===== src/rtl/core/btpa_pkg.sv =====
`default_nettype none
// ----------------------------------------------------------------------------
// Buddy tree page allocator package
// Shared sizes, codes, transaction payloads and the controller/datapath
// command and status groups.
// ----------------------------------------------------------------------------
package btpa_pkg;

    localparam int PAGES      = 128;
    localparam int LOG_PAGES  = $clog2(PAGES);
    localparam int TREE_NODES = 2 * PAGES - 1;
    // Node numbers run from 1; entry 0 of the store is never used.
    localparam int TREE_SIZE  = TREE_NODES + 1;
    localparam int NODE_W     = LOG_PAGES + 1;
    localparam int LOG_W      = $clog2(LOG_PAGES + 1);
    localparam int TZ_W       = $clog2(NODE_W + 1);
    localparam int COUNT_W    = 8;
    localparam int PAGE_W     = 7;

    typedef enum logic {
        OP_ALLOC = 1'b0,
        OP_FREE  = 1'b1
    } t_op;

    typedef enum logic [1:0] {
        ST_DONE    = 2'd0,
        ST_NO_FREE = 2'd1,
        ST_BAD_REQ = 2'd2
    } t_status;

    typedef enum logic [1:0] {
        MARK_EMPTY = 2'd0,
        MARK_PART  = 2'd1,
        MARK_FULL  = 2'd2
    } t_mark;

    typedef struct packed {
        t_op                  operation;
        logic [COUNT_W-1:0]   page_count;
        logic [PAGE_W-1:0]    given_page;
    } t_req;

    typedef struct packed {
        t_status              status;
        logic [PAGE_W-1:0]    block_start;
    } t_rsp;

    typedef struct packed {
        logic load_req;    // capture and check a new request
        logic seek_init;   // start the depth-first search at the root
        logic free_init;   // clear the node of the block being freed
        logic rd_sib;      // read the sibling instead of the current node
        logic descend;     // step to the left child
        logic advance;     // step to the next node in depth-first order
        logic mark;        // mark the current node full and record its start
        logic climb;       // write the recomputed parent and move up
        logic res_ok;
        logic res_no_free;
        logic res_bad;
        logic load_out;    // move the result into the output register
    } t_dp_cmd;

    typedef struct packed {
        logic bad;
        logic is_free;
        logic at_target;
        logic rd_full;
        logic rd_empty;
        logic no_next;
        logic at_root;
        logic out_busy;
    } t_dp_status;

endpackage
`default_nettype wire


===== src/rtl/core/btpa_ctrl.sv =====
`default_nettype none
// ----------------------------------------------------------------------------
// Buddy tree page allocator controller
// Sequences request checking, the depth-first search, the ancestor update
// and the hand-off of the result to the output register.
// ----------------------------------------------------------------------------
module btpa_ctrl (
    input  wire logic                  i_clk,
    input  wire logic                  i_rst_n,
    input  wire logic                  i_in_valid,
    output logic                       o_in_stall,
    input  wire btpa_pkg::t_dp_status  i_status,
    output btpa_pkg::t_dp_cmd          o_cmd
);

    typedef enum logic [6:0] {
        S_IDLE      = 7'b0000001,
        S_CHECK     = 7'b0000010,
        S_SEEK_RD   = 7'b0000100,
        S_SEEK_EVAL = 7'b0001000,
        S_CLIMB_RD  = 7'b0010000,
        S_CLIMB_WR  = 7'b0100000,
        S_FINISH    = 7'b1000000
    } t_state;

    t_state r_state;
    t_state n_state;

    always_ff @(posedge i_clk) begin
        if (!i_rst_n) begin
            r_state <= S_IDLE;
        end else begin
            r_state <= n_state;
        end
    end

    assign o_in_stall = (r_state != S_IDLE);

    always_comb begin
        n_state = r_state;
        o_cmd   = '0;
        unique case (r_state)
            S_IDLE: begin
                if (i_in_valid) begin
                    o_cmd.load_req = 1'b1;
                    n_state        = S_CHECK;
                end
            end
            S_CHECK: begin
                if (i_status.bad) begin
                    o_cmd.res_bad = 1'b1;
                    n_state       = S_FINISH;
                end else if (i_status.is_free) begin
                    o_cmd.free_init = 1'b1;
                    n_state         = S_CLIMB_RD;
                end else begin
                    o_cmd.seek_init = 1'b1;
                    n_state         = S_SEEK_RD;
                end
            end
            S_SEEK_RD: begin
                n_state = S_SEEK_EVAL;
            end
            S_SEEK_EVAL: begin
                // A full node, or a used node of the wanted size, ends this branch.
                if (i_status.rd_full || (i_status.at_target && !i_status.rd_empty)) begin
                    if (i_status.no_next) begin
                        o_cmd.res_no_free = 1'b1;
                        n_state           = S_FINISH;
                    end else begin
                        o_cmd.advance = 1'b1;
                        n_state       = S_SEEK_RD;
                    end
                end else if (i_status.at_target) begin
                    o_cmd.mark = 1'b1;
                    n_state    = S_CLIMB_RD;
                end else begin
                    o_cmd.descend = 1'b1;
                    n_state       = S_SEEK_RD;
                end
            end
            S_CLIMB_RD: begin
                if (i_status.at_root) begin
                    o_cmd.res_ok = 1'b1;
                    n_state      = S_FINISH;
                end else begin
                    o_cmd.rd_sib = 1'b1;
                    n_state      = S_CLIMB_WR;
                end
            end
            S_CLIMB_WR: begin
                o_cmd.climb = 1'b1;
                n_state     = S_CLIMB_RD;
            end
            S_FINISH: begin
                if (!i_status.out_busy) begin
                    o_cmd.load_out = 1'b1;
                    n_state        = S_IDLE;
                end
            end
            default: begin
                n_state = S_IDLE;
            end
        endcase
    end

endmodule
`default_nettype wire


===== src/rtl/core/btpa_datapath.sv =====
`default_nettype none
// ----------------------------------------------------------------------------
// Buddy tree page allocator datapath
// Holds the node mark store, the search pointer, the request and result
// registers and the output register.
// ----------------------------------------------------------------------------
module btpa_datapath (
    input  wire logic                  i_clk,
    input  wire logic                  i_rst_n,
    input  wire btpa_pkg::t_req        i_req,
    input  wire btpa_pkg::t_dp_cmd     i_cmd,
    output btpa_pkg::t_dp_status       o_status,
    input  wire logic                  i_out_stall,
    output logic                       o_out_valid,
    output btpa_pkg::t_rsp             o_out_data
);

    // Request registers.
    btpa_pkg::t_op                        r_op;
    logic [btpa_pkg::PAGE_W-1:0]          r_page;
    logic [btpa_pkg::LOG_W-1:0]           r_log_size;
    logic                                 r_bad;
    logic [btpa_pkg::LOG_W-1:0]           n_log_size;
    logic                                 n_bad;
    logic [btpa_pkg::COUNT_W:0]           pow;
    logic [btpa_pkg::PAGE_W-1:0]          page_mask;
    logic                                 count_bad;

    // Walk registers.
    logic [btpa_pkg::NODE_W-1:0]          r_node;
    logic [btpa_pkg::LOG_W-1:0]           r_depth;
    btpa_pkg::t_mark                      r_val;
    logic [btpa_pkg::LOG_W-1:0]           want_depth;
    logic [btpa_pkg::NODE_W-1:0]          free_node;
    logic [btpa_pkg::NODE_W:0]            nxt_raw;
    logic [btpa_pkg::TZ_W-1:0]            tz;
    logic [btpa_pkg::NODE_W-1:0]          nxt_node;
    logic [btpa_pkg::NODE_W-1:0]          offset;
    btpa_pkg::t_mark                      parent_val;

    // Node mark store with a valid bit per entry; an unwritten node is empty.
    logic [1:0]                           r_tree [btpa_pkg::TREE_SIZE];
    logic [btpa_pkg::TREE_SIZE-1:0]       r_node_vld;
    logic [1:0]                           r_rd_data;
    logic                                 r_rd_vld;
    btpa_pkg::t_mark                      rd_mark;
    logic [btpa_pkg::NODE_W-1:0]          rd_addr;
    logic [btpa_pkg::NODE_W-1:0]          wr_addr;
    btpa_pkg::t_mark                      wr_data;
    logic                                 wr_en;

    // Result and output registers.
    btpa_pkg::t_status                    r_res_status;
    logic [btpa_pkg::PAGE_W-1:0]          r_res_start;
    logic                                 r_out_valid;
    btpa_pkg::t_rsp                       r_out_data;

    // Request decode: smallest power of two that covers the page count.
    always_comb begin
        n_log_size = '0;
        pow        = '0;
        for (int k = btpa_pkg::LOG_PAGES; k >= 0; k--) begin
            pow = (btpa_pkg::COUNT_W + 1)'(1) << k;
            if (pow >= {1'b0, i_req.page_count}) begin
                n_log_size = btpa_pkg::LOG_W'(k);
            end
        end
        count_bad = (i_req.page_count == '0) ||
                    (i_req.page_count > btpa_pkg::COUNT_W'(btpa_pkg::PAGES));
        page_mask = ~({btpa_pkg::PAGE_W{1'b1}} << n_log_size);
        n_bad     = count_bad ||
                    ((i_req.operation == btpa_pkg::OP_FREE) &&
                     ((i_req.given_page & page_mask) != '0));
    end

    always_ff @(posedge i_clk) begin
        if (i_cmd.load_req) begin
            r_op       <= i_req.operation;
            r_page     <= i_req.given_page;
            r_log_size <= n_log_size;
            r_bad      <= n_bad;
        end
    end

    assign want_depth = btpa_pkg::LOG_W'(btpa_pkg::LOG_PAGES) - r_log_size;
    assign free_node  = (btpa_pkg::NODE_W'(1) << want_depth) |
                        (btpa_pkg::NODE_W'(r_page) >> r_log_size);

    // Next node in depth-first order: add one, then climb past the right
    // children that the carry ran through.
    always_comb begin
        nxt_raw = {1'b0, r_node} + (btpa_pkg::NODE_W + 1)'(1);
        tz      = '0;
        for (int i = btpa_pkg::NODE_W; i >= 0; i--) begin
            if (nxt_raw[i]) begin
                tz = btpa_pkg::TZ_W'(i);
            end
        end
        nxt_node = btpa_pkg::NODE_W'(nxt_raw >> tz);
    end

    assign offset = r_node ^ (btpa_pkg::NODE_W'(1) << r_depth);

    assign rd_mark = r_rd_vld ? btpa_pkg::t_mark'(r_rd_data) : btpa_pkg::MARK_EMPTY;

    always_comb begin
        if ((r_val == btpa_pkg::MARK_FULL) && (rd_mark == btpa_pkg::MARK_FULL)) begin
            parent_val = btpa_pkg::MARK_FULL;
        end else if ((r_val == btpa_pkg::MARK_EMPTY) && (rd_mark == btpa_pkg::MARK_EMPTY)) begin
            parent_val = btpa_pkg::MARK_EMPTY;
        end else begin
            parent_val = btpa_pkg::MARK_PART;
        end
    end

    always_ff @(posedge i_clk) begin
        if (i_cmd.seek_init) begin
            r_node  <= btpa_pkg::NODE_W'(1);
            r_depth <= '0;
        end else if (i_cmd.free_init) begin
            r_node  <= free_node;
            r_depth <= want_depth;
            r_val   <= btpa_pkg::MARK_EMPTY;
        end else if (i_cmd.descend) begin
            r_node  <= r_node << 1;
            r_depth <= r_depth + btpa_pkg::LOG_W'(1);
        end else if (i_cmd.advance) begin
            r_node  <= nxt_node;
            r_depth <= r_depth - btpa_pkg::LOG_W'(tz);
        end else if (i_cmd.mark) begin
            r_val   <= btpa_pkg::MARK_FULL;
        end else if (i_cmd.climb) begin
            r_node  <= r_node >> 1;
            r_depth <= r_depth - btpa_pkg::LOG_W'(1);
            r_val   <= parent_val;
        end
    end

    // Store ports.
    assign rd_addr = i_cmd.rd_sib ? (r_node ^ btpa_pkg::NODE_W'(1)) : r_node;

    always_comb begin
        wr_en   = i_cmd.free_init || i_cmd.mark || i_cmd.climb;
        wr_addr = r_node;
        wr_data = btpa_pkg::MARK_FULL;
        if (i_cmd.free_init) begin
            wr_addr = free_node;
            wr_data = btpa_pkg::MARK_EMPTY;
        end else if (i_cmd.climb) begin
            wr_addr = r_node >> 1;
            wr_data = parent_val;
        end
    end

    always_ff @(posedge i_clk) begin
        if (wr_en) begin
            r_tree[wr_addr] <= wr_data;
        end
        r_rd_data <= r_tree[rd_addr];
        r_rd_vld  <= r_node_vld[rd_addr];
    end

    always_ff @(posedge i_clk) begin
        if (!i_rst_n) begin
            r_node_vld <= '0;
        end else if (wr_en) begin
            r_node_vld[wr_addr] <= 1'b1;
        end
    end

    // Result.
    always_ff @(posedge i_clk) begin
        if (i_cmd.load_req) begin
            r_res_start <= '0;
        end else if (i_cmd.mark) begin
            r_res_start <= btpa_pkg::PAGE_W'(offset << r_log_size);
        end
        if (i_cmd.res_bad) begin
            r_res_status <= btpa_pkg::ST_BAD_REQ;
        end else if (i_cmd.res_no_free) begin
            r_res_status <= btpa_pkg::ST_NO_FREE;
        end else if (i_cmd.res_ok) begin
            r_res_status <= btpa_pkg::ST_DONE;
        end
    end

    always_ff @(posedge i_clk) begin
        if (!i_rst_n) begin
            r_out_valid <= 1'b0;
        end else if (i_cmd.load_out) begin
            r_out_valid <= 1'b1;
        end else if (!i_out_stall) begin
            r_out_valid <= 1'b0;
        end
    end

    always_ff @(posedge i_clk) begin
        if (i_cmd.load_out) begin
            r_out_data.status      <= r_res_status;
            r_out_data.block_start <= r_res_start;
        end
    end

    assign o_out_valid = r_out_valid;
    assign o_out_data  = r_out_data;

    always_comb begin
        o_status.bad       = r_bad;
        o_status.is_free   = (r_op == btpa_pkg::OP_FREE);
        o_status.at_target = (r_depth == want_depth);
        o_status.rd_full   = (rd_mark == btpa_pkg::MARK_FULL);
        o_status.rd_empty  = (rd_mark == btpa_pkg::MARK_EMPTY);
        o_status.no_next   = ((nxt_raw & (nxt_raw - (btpa_pkg::NODE_W + 1)'(1))) == '0);
        o_status.at_root   = (r_node == btpa_pkg::NODE_W'(1));
        o_status.out_busy  = r_out_valid && i_out_stall;
    end

endmodule
`default_nettype wire


===== src/rtl/core/buddy_tree_page_allocator.sv =====
`default_nettype none
// ----------------------------------------------------------------------------
// Buddy tree page allocator
// Allocates and frees power-of-two blocks of pages over a binary tree of
// node marks (empty, partly full, full).
// ----------------------------------------------------------------------------
// Usage:
//   Requests arrive on i_in_valid / o_in_stall / i_in_data; each request
//   produces exactly one response transaction on o_out_valid / i_out_stall /
//   o_out_data. One request is worked on at a time: o_in_stall is high from
//   the cycle after a request is taken until its response has been placed in
//   the output register.
//   Timing is set by the registered read of the node store: each tree
//   node visited takes a read and an evaluate state, and each ancestor
//   updated takes a read and a write state.
//     bad request : checked, then handed to the output register
//     free        : climbs from the freed node to the root
//     allocate    : depth-first search, backtracking over the tree as
//                   needed, then a climb from the marked node to the root.
//   The output register lets a finished response wait while the next request
//   is taken; a stalled response holds, and a later result waits in the
//   controller until the output register frees up.
//   Reset clears the per-node valid bits at once, so every node reads as
//   empty right after reset and no clearing pass is needed.
// ----------------------------------------------------------------------------
module buddy_tree_page_allocator (
    input  wire logic             i_clk,
    input  wire logic             i_rst_n,
    input  wire logic             i_in_valid,
    output logic                  o_in_stall,
    input  wire btpa_pkg::t_req   i_in_data,
    output logic                  o_out_valid,
    input  wire logic             i_out_stall,
    output btpa_pkg::t_rsp        o_out_data
);

    btpa_pkg::t_dp_cmd    cmd;
    btpa_pkg::t_dp_status status;

    btpa_ctrl u_ctrl (
        .i_clk      (i_clk),
        .i_rst_n    (i_rst_n),
        .i_in_valid (i_in_valid),
        .o_in_stall (o_in_stall),
        .i_status   (status),
        .o_cmd      (cmd)
    );

    btpa_datapath u_datapath (
        .i_clk       (i_clk),
        .i_rst_n     (i_rst_n),
        .i_req       (i_in_data),
        .i_cmd       (cmd),
        .o_status    (status),
        .i_out_stall (i_out_stall),
        .o_out_valid (o_out_valid),
        .o_out_data  (o_out_data)
    );

endmodule
`default_nettype wire


===== config.mk =====
export PLATFORM = sky130hd
export DESIGN_NAME = buddy_tree_page_allocator
export DESIGN_NICKNAME = d
export VERILOG_FILES = /design/src/rtl/core/btpa_pkg.sv /design/src/rtl/core/btpa_ctrl.sv /design/src/rtl/core/btpa_datapath.sv /design/src/rtl/core/buddy_tree_page_allocator.sv
export SDC_FILE = /design/constraint.sdc
export NUM_CORES = 1
export LEC_CHECK = 0
export ABC_CLOCK_PERIOD_IN_PS = 24100
export BUFFER_PORTS_ARGS = -buffer_cell sky130_fd_sc_hd__buf_4
export CAP_MARGIN = 0
export CORE_MARGIN = 2
export CORE_UTILIZATION = 38
export DETAILED_ROUTE_END_ITERATION = 7
export GPL_ROUTABILITY_DRIVEN = 0
export SLEW_MARGIN = 30
export SYNTH_ARGS = -nofsm -noshare
export SYNTH_HDL_FRONTEND = slang
export SYNTH_SLANG_ARGS = --single-unit

===== constraint.sdc =====
create_clock -name i_clk -period 24.1 [get_ports i_clk]
set_input_delay 4.82 -clock i_clk [delete_from_list [all_inputs] [get_ports i_clk]]
set_output_delay 4.82 -clock i_clk [all_outputs]
set_load 0.05 [all_outputs]

# Word level (Yosys, flattened, before mapping)
# Memories as Yosys holds them, arrays and structs flattened. A register that Yosys moved wholly into a read port is not among the register bits.
# Cells that the tools add are included.
word_totals:
  input_bits: 20
  memories: 1
  elab_cells: 171
  reg_bits: 308
  mem_bits_rw: 512
  output_inout_bits: 11
op_classes:
  n_shift: 6
  eq_ne: 18
  n_reduce_logical: 23
  mux: 82
  bitwise_logic: 8
  magnitude_cmp: 12
  addsub: 6
memory_table:
  columns: ["memory", "words", "word_bits", "rd", "rd_ports_with_merged_regs", "write_ports", "line", "text"]
  rows:
  - ["u_datapath.r_tree", 256, 2, 1, 1, 1, "btpa_datapath.sv:42", "logic [1:0] r_tree [btpa_pkg::TREE_SIZE];"]
ops:
  columns: ["operator", "n"]
  rows:
  - ["OR 256 bit", 1]
  - ["one-hot mux 7 bit (7 select lines)", 1]
  - ["two-way mux 8 bit", 6]
  - ["two-way mux 3 bit", 14]
  - ["two-way mux 7 bit", 6]
  - ["two-way mux 4 bit", 9]
  - ["two-way mux 1 bit", 30]
  - ["two-way mux 2 bit", 12]
  - ["less-than comparator 8 x 9 -> 1 bit, second input constant", 2]
  - ["<< shifter 1 x 3 -> 8 bit, first input constant", 2]
  - ["two-way mux 5 bit", 2]
  - ["adder 8 x 1 -> 9 bit, second input constant", 1]
  - ["AND 9 bit", 1]
  - ["logical NOT 9 bit", 1]
  - [">> shifter 9 x 4 -> 8 bit", 1]
  - ["subtractor 9 x 1 -> 9 bit, second input constant", 1]
  - ["binary-select mux 1 bit (select 8 bit)", 1]
  - ["demux 1 bit (select 8 bit)", 1]
  - ["== test 8 x 1 -> 1 bit, second input constant", 1]
  - ["greater-or-equal comparator 1 x 8 -> 1 bit, first input constant", 1]
  - ["greater-or-equal comparator 2 x 8 -> 1 bit, first input constant", 1]
  - ["greater-or-equal comparator 3 x 8 -> 1 bit, first input constant", 1]
  - ["greater-or-equal comparator 4 x 8 -> 1 bit, first input constant", 1]
  - ["greater-or-equal comparator 5 x 8 -> 1 bit, first input constant", 1]
  - ["other kinds (41)", 57]

# Logic depth before layout (Yosys ltp)
# Gate-level depths: netlist of run 1.
depth:
  depth_word: 15
  depth_mapped: 21
  depth_no_buf: 16

# Cells and area by module
# From an unflattened synthesis of run 1, not the netlist that was laid out.
hier_totals:
  hier_cells: 3124
  area_unflattened_um2: 35602.9
by_module_without_submodules:
  columns: ["module", "instances", "seq_area_each_um2", "cells_per_inst", "area_per_inst_um2"]
  rows:
  - ["btpa_datapath", 1, 21670.8, 3066, 35094.9]
  - ["btpa_ctrl", 1, 140.1, 58, 508.0]

# Worst setup path before layout of run 1
# No wires, ideal clock.
synth_timing:
  kind: "register to register"
  start: "register u_ctrl.r_state[2]"
  end: "memory u_datapath.r_tree[0][1], data pin"
  synth_period_minus_slack_ps: 9501
  stages_incl_launch_ff: 7
  slack_ps: 14599
  t_required_ps: 22520
  path_buffers: 1
  setup_ps: 1580
  arrival_time_ps: 7921
  cell_sequence: "dfxtp_1 -> nor3_2 -> nand3_1 -> nor2_2 -> and2_1 -> buf_2 -> a21oi_1"
synth_via:
  elab_chain_cells: 4
  word_cells_on_any_way: 6
  classes_between: "eq/ne (2); mux (4)"
synth_rtl:
  columns: ["item", "line", "text"]
  rows:
  - ["from (decl)", "btpa_ctrl.sv:26", "t_state r_state;"]
  - ["from (signal assigned)", "btpa_ctrl.sv:33", "r_state <= n_state;"]
  - ["== test 7 x 6 -> 1 bit", "btpa_ctrl.sv:42", "unique case (r_state)"]
  - ["two-way mux 1 bit", "btpa_ctrl.sv:42", null]
  - ["two-way mux 2 bit", "btpa_datapath.sv:149", "end else if (i_cmd.climb) begin"]
  - ["two-way mux 2 bit (*)", "btpa_datapath.sv:146", "if (i_cmd.free_init) begin"]
  - ["via u_datapath.wr_data[1]", "btpa_datapath.sv:49", "btpa_pkg::t_mark wr_data;"]
  - ["to (decl)", "btpa_datapath.sv:42", null]
# The timed path passes the listed nets; every way through them passes the cells marked *.

# Final worst setup path of run 1
layout_timing:
  start: "register u_ctrl.r_state[2]"
  end: "output o_in_stall"
layout_via:
  elab_chain_cells: 1
layout_rtl:
  columns: ["item", "line", "text"]
  rows:
  - ["inequality test 7 x 1 -> 1 bit", "btpa_ctrl.sv:37", "assign o_in_stall = (r_state != S_IDLE);"]
  - ["to (decl)", "buddy_tree_page_allocator.sv:30", "output logic o_in_stall,"]
# No other way between the ends.

==> flow_metrics.tcl, run 1 <==
set metrics [dict create \
    synth_fp_nets 3553 \
    die_area_sq_um 101000 \
    finalHoldViolations 0 \
    routed_wl_mm 133 \
    cts_made_buffers 89 \
    path_max_fanout 7 \
    final.setup_skew_ns 0.0298 \
    tns_ns 0 \
    drtIter0Drc 4202 \
    switching_power_mw 1.17 \
    cts_tree "yes" \
    post_cts_buffers 0 \
    yosysTopAreaCellShare 0.428 \
    grt_antenna_before_repair 4 \
    drtPass1Iterations 6 \
    synth_seq_cells 822 \
    wl_per_cell_microns 27.7 \
    pwr-share-comb 0.206 \
    arrival_ns 1.98 \
    finalMaxSlewViolations 0 \
    met2_usage 0.387 \
    synth_warnings 0 \
    grt_setup_unrepaired "false" \
    synth-edff-count 535 \
    cts_resized 0 \
    cp_data_required_time_ns 19.28 \
    portBuffers 30 \
    rows 115 \
    grt_max_degree 232 \
    h-tree-depth 3 \
    grt_pass1_vias 28600 \
    areaGrowthSynthToFinish_pct 11.7 \
    p_total_mw 3.70 \
    ir_drop_v 0.0000481 \
    cts.sinks 822 \
    drcViolationCount 0 \
    grt_util_met3 0.0512 \
    dominantRegCellSynth "edfxtp_1" \
    num_vias 30300 \
    crit_path_end_kind "output pin" \
    period_needed_ns 6.80 \
    power.density_nw_per_um2 88.4 \
    vias_per_cell 6.30 \
    status "finished, final reports clean" \
    synthArstFlopShare 0 \
    grt_pass1_wl_mm 193 \
    use_met1 0.345 \
    layout-drive-gt1-share 0.0977 \
    initial_core_util 0.382 \
    ios 31 \
    dp_slack_ns 16.67 \
    post_dp_cell_area_sq_um 38800 \
    grt_busiest_layer "met2" \
    max_freq_mhz 147 \
    setup_ws_ns 17.30 \
    grt-ovfl-total 0 \
    power_frac_clock 0.386 \
    syn_inst 3526 \
    synth.area.top_cells "edfxtp_1, dfxtp_1, o21a_1, nand2_1, nor2_1" \
    synth_seq_area_share 0.582 \
    fp.dieW_microns 318 \
    hp-class "reg2reg" \
    stdcell_area_sq_um 41900 \
    critPathLaunchType "register" \
    syn_area_per_cell_sq_um 10.6 \
    swShare 0.316 \
    core_sq_um 98100 \
    ctsHoldBuffers 0 \
    worst_pin_slew_ns 1.15 \
    clockBufferDepth 3 \
    worstSkewPairLatency_ns 0.67 \
    cap_violations 0 \
    dpl.hpwl_mm 78.8 \
    die_y_microns 318 \
    cts.clk_slew.worst_paths_ns 0.06 \
    yosysUniqueCellTypes 98 \
    cts_root_buf "clkbuf_16" \
    relSlewSlack 0.222 \
    power_leakage_nw 13.8 \
    gr-usage-all-layers 0.254 \
    ant_nets 0 \
    finalCritPeriodShare 0.282 \
    internal_power_mw 2.53 \
    diodes 0 \
    synth_area_sq_um 37500 \
    synth_largest_area_cell "edfxtp_1" \
    crit_type "reg2out" \
    fin_nets 3472 \
    setup-violations-final 0 \
    power_frac_seq 0.408 \
]
## routing by layer
| layer | share of wire | vias up |
|---|---|---|
| li1 | - | 13100 |
| met1 | 0.40 | 14900 |
| met2 | 0.44 | 1833 |
| met3 | 0.11 | 397 |
| met4 | 0.053 | 6 |
| met5 | 0.00023 | - |
## cell usage after synthesis, types with 16 or more instances
cell type,count
a211oi_1,60
a21oi_1,128
a22oi_1,25
a31oi_1,69
a32oi_1,16
and3_1,43
buf_2,75
buf_4,20
clkbuf_1,167
dfxtp_1,287
edfxtp_1,535
inv_1,23
mux2_2,22
mux2i_1,139
nand2_1,405
nand3_1,140
nand4_1,32
nor2_1,376
nor3_1,107
nor4_1,55
o211ai_1,31
o21a_1,259
o21ai_0,106
o221ai_1,19
o22ai_1,49
o31ai_1,24
or3_1,38
## flip-flops by register name, summed over array words and instances, names as in the netlist, 3 cells and up
| name | flops |
|---|---|
| u_datapath.o_out_data | 9 |
| u_datapath.r_node | 8 |
| u_ctrl.r_state | 7 |
| u_datapath.r_res_start | 7 |
| u_datapath.r_log_size | 3 |
| u_datapath.r_page | 7 |
| u_datapath.r_depth | 3 |
| u_datapath.r_node_vld | 256 |
| u_datapath.r_tree | 512 |
## critical path, cell delays in order (launching register included)
cell and delay (ns):
dfxtp_1 0.39, nor3_2 0.42, and4b_1 0.28, inv_1 0.05, buf_4 0.18
## power groups by stage
| stage | clock (mW) | sequential [mW] | combinational [mW] |
|---|---|---|---|
| 3_5_place_dp | 0 | 1.54 | 0.738 |
| 6_report | 1.43 | 1.51 | 0.765 |
| 3_3_place_gp | 0 | 1.54 | 0.734 |
| 2_1_floorplan | 0 | 1.53 | 0.453 |
| 5_1_grt | 1.49 | 1.51 | 0.789 |
| 4_1_cts | 1.43 | 1.51 | 0.740 |
## path summary, 6_finish.rpt
| check | start | end | slack, ns | cells past startpoint |
|---|---|---|---|---|
| max | u_ctrl.r_state[2] | o_in_stall | 17.30 | 4 |
| min | u_datapath.r_res_start[6] | u_datapath.o_out_data[6] | 0.43 | 0 |
| max reg2reg | u_datapath.r_node[6] | u_datapath.r_rd_data[1] | 18.03 | 13 |
| min reg2reg | u_datapath.r_res_start[6] | u_datapath.o_out_data[6] | 0.43 | 0 |
## cell families after synthesis
family | synth area share
AOI/OAI and AO/OA | 0.175
buffers and inverters | 0.0378
xor gates and xnor gates | 0.00187
DFF | 0.582
and+or+nand+nor | 0.156
adders and majority gates | 0.00254
muxes | 0.0443
## through the flow
| step | hold slack, ns | std cells | utilization |
|---|---|---|---|
| finish | 0.428 | 4808 | 0.427 |
| detailed placement | 0.415 | 4640 | 0.396 |
| global placement | 0.415 | 4640 | 0.395 |
| global route | 0.443 | 4808 | 0.427 |
| CTS | 0.433 | 4807 | 0.427 |
| floorplan | 0.402 | 3526 | - |
## placed cells by master (no fill, tap or decap), types with 25 or more instances in the layout
master | Yosys | routed
mux2i_1 | 139 | 139
buf_4 | 20 | 109
nor2_1 | 376 | 373
o21a_1 | 259 | 259
or3_1 | 38 | 38
nand2_1 | 405 | 397
o211ai_1 | 31 | 31
nand4_1 | 32 | 32
nor4_1 | 55 | 53
clkbuf_16 | 0 | 91
nand3_1 | 140 | 139
dfxtp_1 | 287 | 282
o21ai_0 | 106 | 106
a31oi_1 | 69 | 69
and3_1 | 43 | 43
a22oi_1 | 25 | 25
a21oi_1 | 128 | 127
a211oi_1 | 60 | 60
edfxtp_1 | 535 | 535
nor3_1 | 107 | 105
o22ai_1 | 49 | 49
## layout make-up
cell class	count	area, sq um
Tap cell	1287	1610
Clock inverter	40	474
Inverter	24	91.3
Timing Repair Buffer	115	932
Multi-Input combinational cell	2393	14400
Fill cell	9287	56200
Sequential cell	822	21800
Clock buffer	127	2570
No activity file was read; power rests on OpenSTA's default activity.
==> run 2: changes to the inputs <==
--- a/config.mk
+++ b/config.mk
@@ -5,7 +5,7 @@
 export SDC_FILE = /design/constraint.sdc
 export NUM_CORES = 1
 export LEC_CHECK = 0
-export ABC_CLOCK_PERIOD_IN_PS = 24100
+export ABC_CLOCK_PERIOD_IN_PS = 6200
 export BUFFER_PORTS_ARGS = -buffer_cell sky130_fd_sc_hd__buf_4
 export CAP_MARGIN = 0
 export CORE_MARGIN = 2
==> constraint.sdc (replaced) <==
create_clock -name i_clk -period 6.2 [get_ports i_clk]
set_input_delay 1.24 -clock i_clk [delete_from_list [all_inputs] [get_ports i_clk]]
set_output_delay 1.24 -clock i_clk [all_outputs]
set_load 0.05 [all_outputs]
==> run 2 against run 1 <==
  * Combinational power rose to 3.9 times the previous value
  * Sequential share of layout area shrank 0.13 points
  * Count of clock-buffer cells in the layout shrank 8
  * Non-clock buffer count rose by 7
  * Register-to-register slack worse by 17 ns
  * Hold slack better by 0.0047 ns
==> flow_metrics.tcl, run 2 (synthesis results as in run 1) <==
set metrics [dict create \
    drcViolationCount 0 \
    clockBufferDepth 3 \
    post_cts_buffers 0 \
    fin_nets 3478 \
    worst_pin_slew_ns 1.06 \
    path_max_fanout 64 \
    ir_drop_v 0.000179 \
    regMostFlops "u_datapath.r_tree" \
    die_y_microns 318 \
    finalCritPeriodShare 0.820 \
    arrival_ns 5.68 \
    largest_register_ffs 512 \
    die_area_sq_um 101000 \
    cts_root_buf "clkbuf_16" \
    cts_made_buffers 88 \
    drtIter0Drc 4793 \
    cp_data_required_time_ns 6.79 \
    dpl.hpwl_mm 83.2 \
    finalMaxSlewViolations 0 \
    max_freq_mhz 197 \
    final.setup_skew_ns 0.0248 \
    initial_core_util 0.382 \
    drtPass1Iterations 8 \
    status "finished, final reports clean" \
    core_sq_um 98100 \
    r2r_cells 11 \
    power_frac_seq 0.409 \
    fp.dieW_microns 318 \
    wl_per_cell_microns 28.4 \
    mostFrequentLayoutCells "edfxtp_1, nand2_1, nor2_1" \
    grt_max_degree 217 \
    routed_wl_mm 137 \
    final.fill_count 9274 \
    ant_nets 0 \
    multi_input_area_sq_um 14400 \
    ctsHoldBuffers 0 \
    whs_path_depth 0 \
    critPathLaunchType "register" \
    switching_power_mw 4.57 \
    r2r-start "u_datapath.r_node[4]" \
    hp-start "u_datapath.r_res_start[0]" \
    finalHoldViolations 0 \
    tns_ns 0 \
    cts_tree "yes" \
    cts.sinks 822 \
    num_vias 30600 \
    areaGrowthSynthToFinish_pct 12.0 \
    crit_path_end_kind "register" \
    period_needed_ns 5.08 \
    crit_start "u_datapath.r_node[4]" \
    internal_power_mw 9.81 \
    portBuffers 30 \
    setup-violations-final 0 \
    layout_commonest_cell "edfxtp_1" \
    worstSkewPairLatency_ns 0.66 \
    grt_pass1_vias 28500 \
    rows 115 \
    h-tree-depth 3 \
    cts_resized 0 \
    pwr-share-comb 0.209 \
    grt-ovfl-total 0 \
    relSlewSlack 0.293 \
    power_leakage_nw 13.9 \
    ios 31 \
    gr-usage-all-layers 0.261 \
    register_area_sq_um 21800 \
    cts.clk_slew.worst_paths_ns 0.06 \
    swShare 0.318 \
    crit_type "reg2reg" \
    layout-drive-gt1-share 0.101 \
    vias_per_cell 6.36 \
    power.density_nw_per_um2 342 \
    grt_setup_unrepaired "false" \
    cap_violations 0 \
    hp-class "reg2reg" \
    grt_antenna_before_repair 7 \
    grt_pass1_wl_mm 198 \
    utilization 0.428 \
    power_frac_clock 0.382 \
]
-- run 2: final timing paths --
path | slack (ns) | to
worst min register to register | 0.43 | u_datapath.o_out_data[0]
worst max-delay path | 1.12 | u_datapath.r_rd_data[0]
worst max register to register | 1.12 | u_datapath.r_rd_data[0]
worst min-delay path | 0.43 | u_datapath.o_out_data[0]
-- run 2: cell type report --
| cell class | count | share of cell area |
|---|---|---|
| Clock inverter | 47 | 0.0126 |
| Tap cell | 1287 | 0.0383 |
| Inverter | 24 | 0.00217 |
| Antenna cell | 3 | 0.000179 |
| Clock buffer | 119 | 0.0590 |
| Sequential cell | 822 | 0.520 |
| Timing Repair Buffer | 122 | 0.0254 |
| Multi-Input combinational cell | 2393 | 0.343 |
-- run 2: power groups by stage --
| stage | combinational [mW] | clock, mW | sequential [mW] |
|---|---|---|---|
| after CTS | 2.89 | 5.52 | 5.88 |
| after detailed placement | 2.88 | 0 | 5.99 |
| after global routing | 3.08 | 5.75 | 5.88 |
| after floorplan | 1.76 | 0 | 5.94 |
| final | 3.00 | 5.49 | 5.88 |
| after global placement | 2.87 | 0 | 5.99 |
-- run 2: worst max-delay path: stages, from the launching register on --
cell       delay (ns)
dfxtp_2          0.32
nor2_1           0.60
and4_1           0.78
nor3_4           0.13
nor2_8           0.74
buf_12           0.41
mux2i_1          0.17
a2111oi_0        0.83
a31oi_1          0.14
or3_1            0.47
a32o_1           0.30
nand4_1          0.06
-- run 2: through the flow --
| step | power [mW] | cells | worst slack (ns) | instance area, sq um | hold WS (ns) |
|---|---|---|---|---|---|
| floorplan | 7.70 | 3526 | 0.244 | 37500 | 0.402 |
| global placement | 8.86 | 4647 | 1.29 | 38900 | 0.415 |
| detailed placement | 8.87 | 4647 | 1.33 | 39000 | 0.419 |
| CTS | 14.3 | 4813 | 1.31 | 42000 | 0.433 |
| global route | 14.7 | 4814 | 1.11 | 42000 | 0.457 |
| finish | 14.4 | 4817 | 1.12 | 42000 | 0.433 |
-- run 2: layer usage --
| metal | up-vias | GRT usage | share of wire |
|---|---|---|---|
| met5 | - | 0 | 0.00029 |
| met4 | 6 | 0.136 | 0.056 |
| met3 | 419 | 0.0566 | 0.11 |
| met2 | 1981 | 0.391 | 0.43 |
| met1 | 15100 | 0.357 | 0.40 |
| li1 | 13200 | - | - |
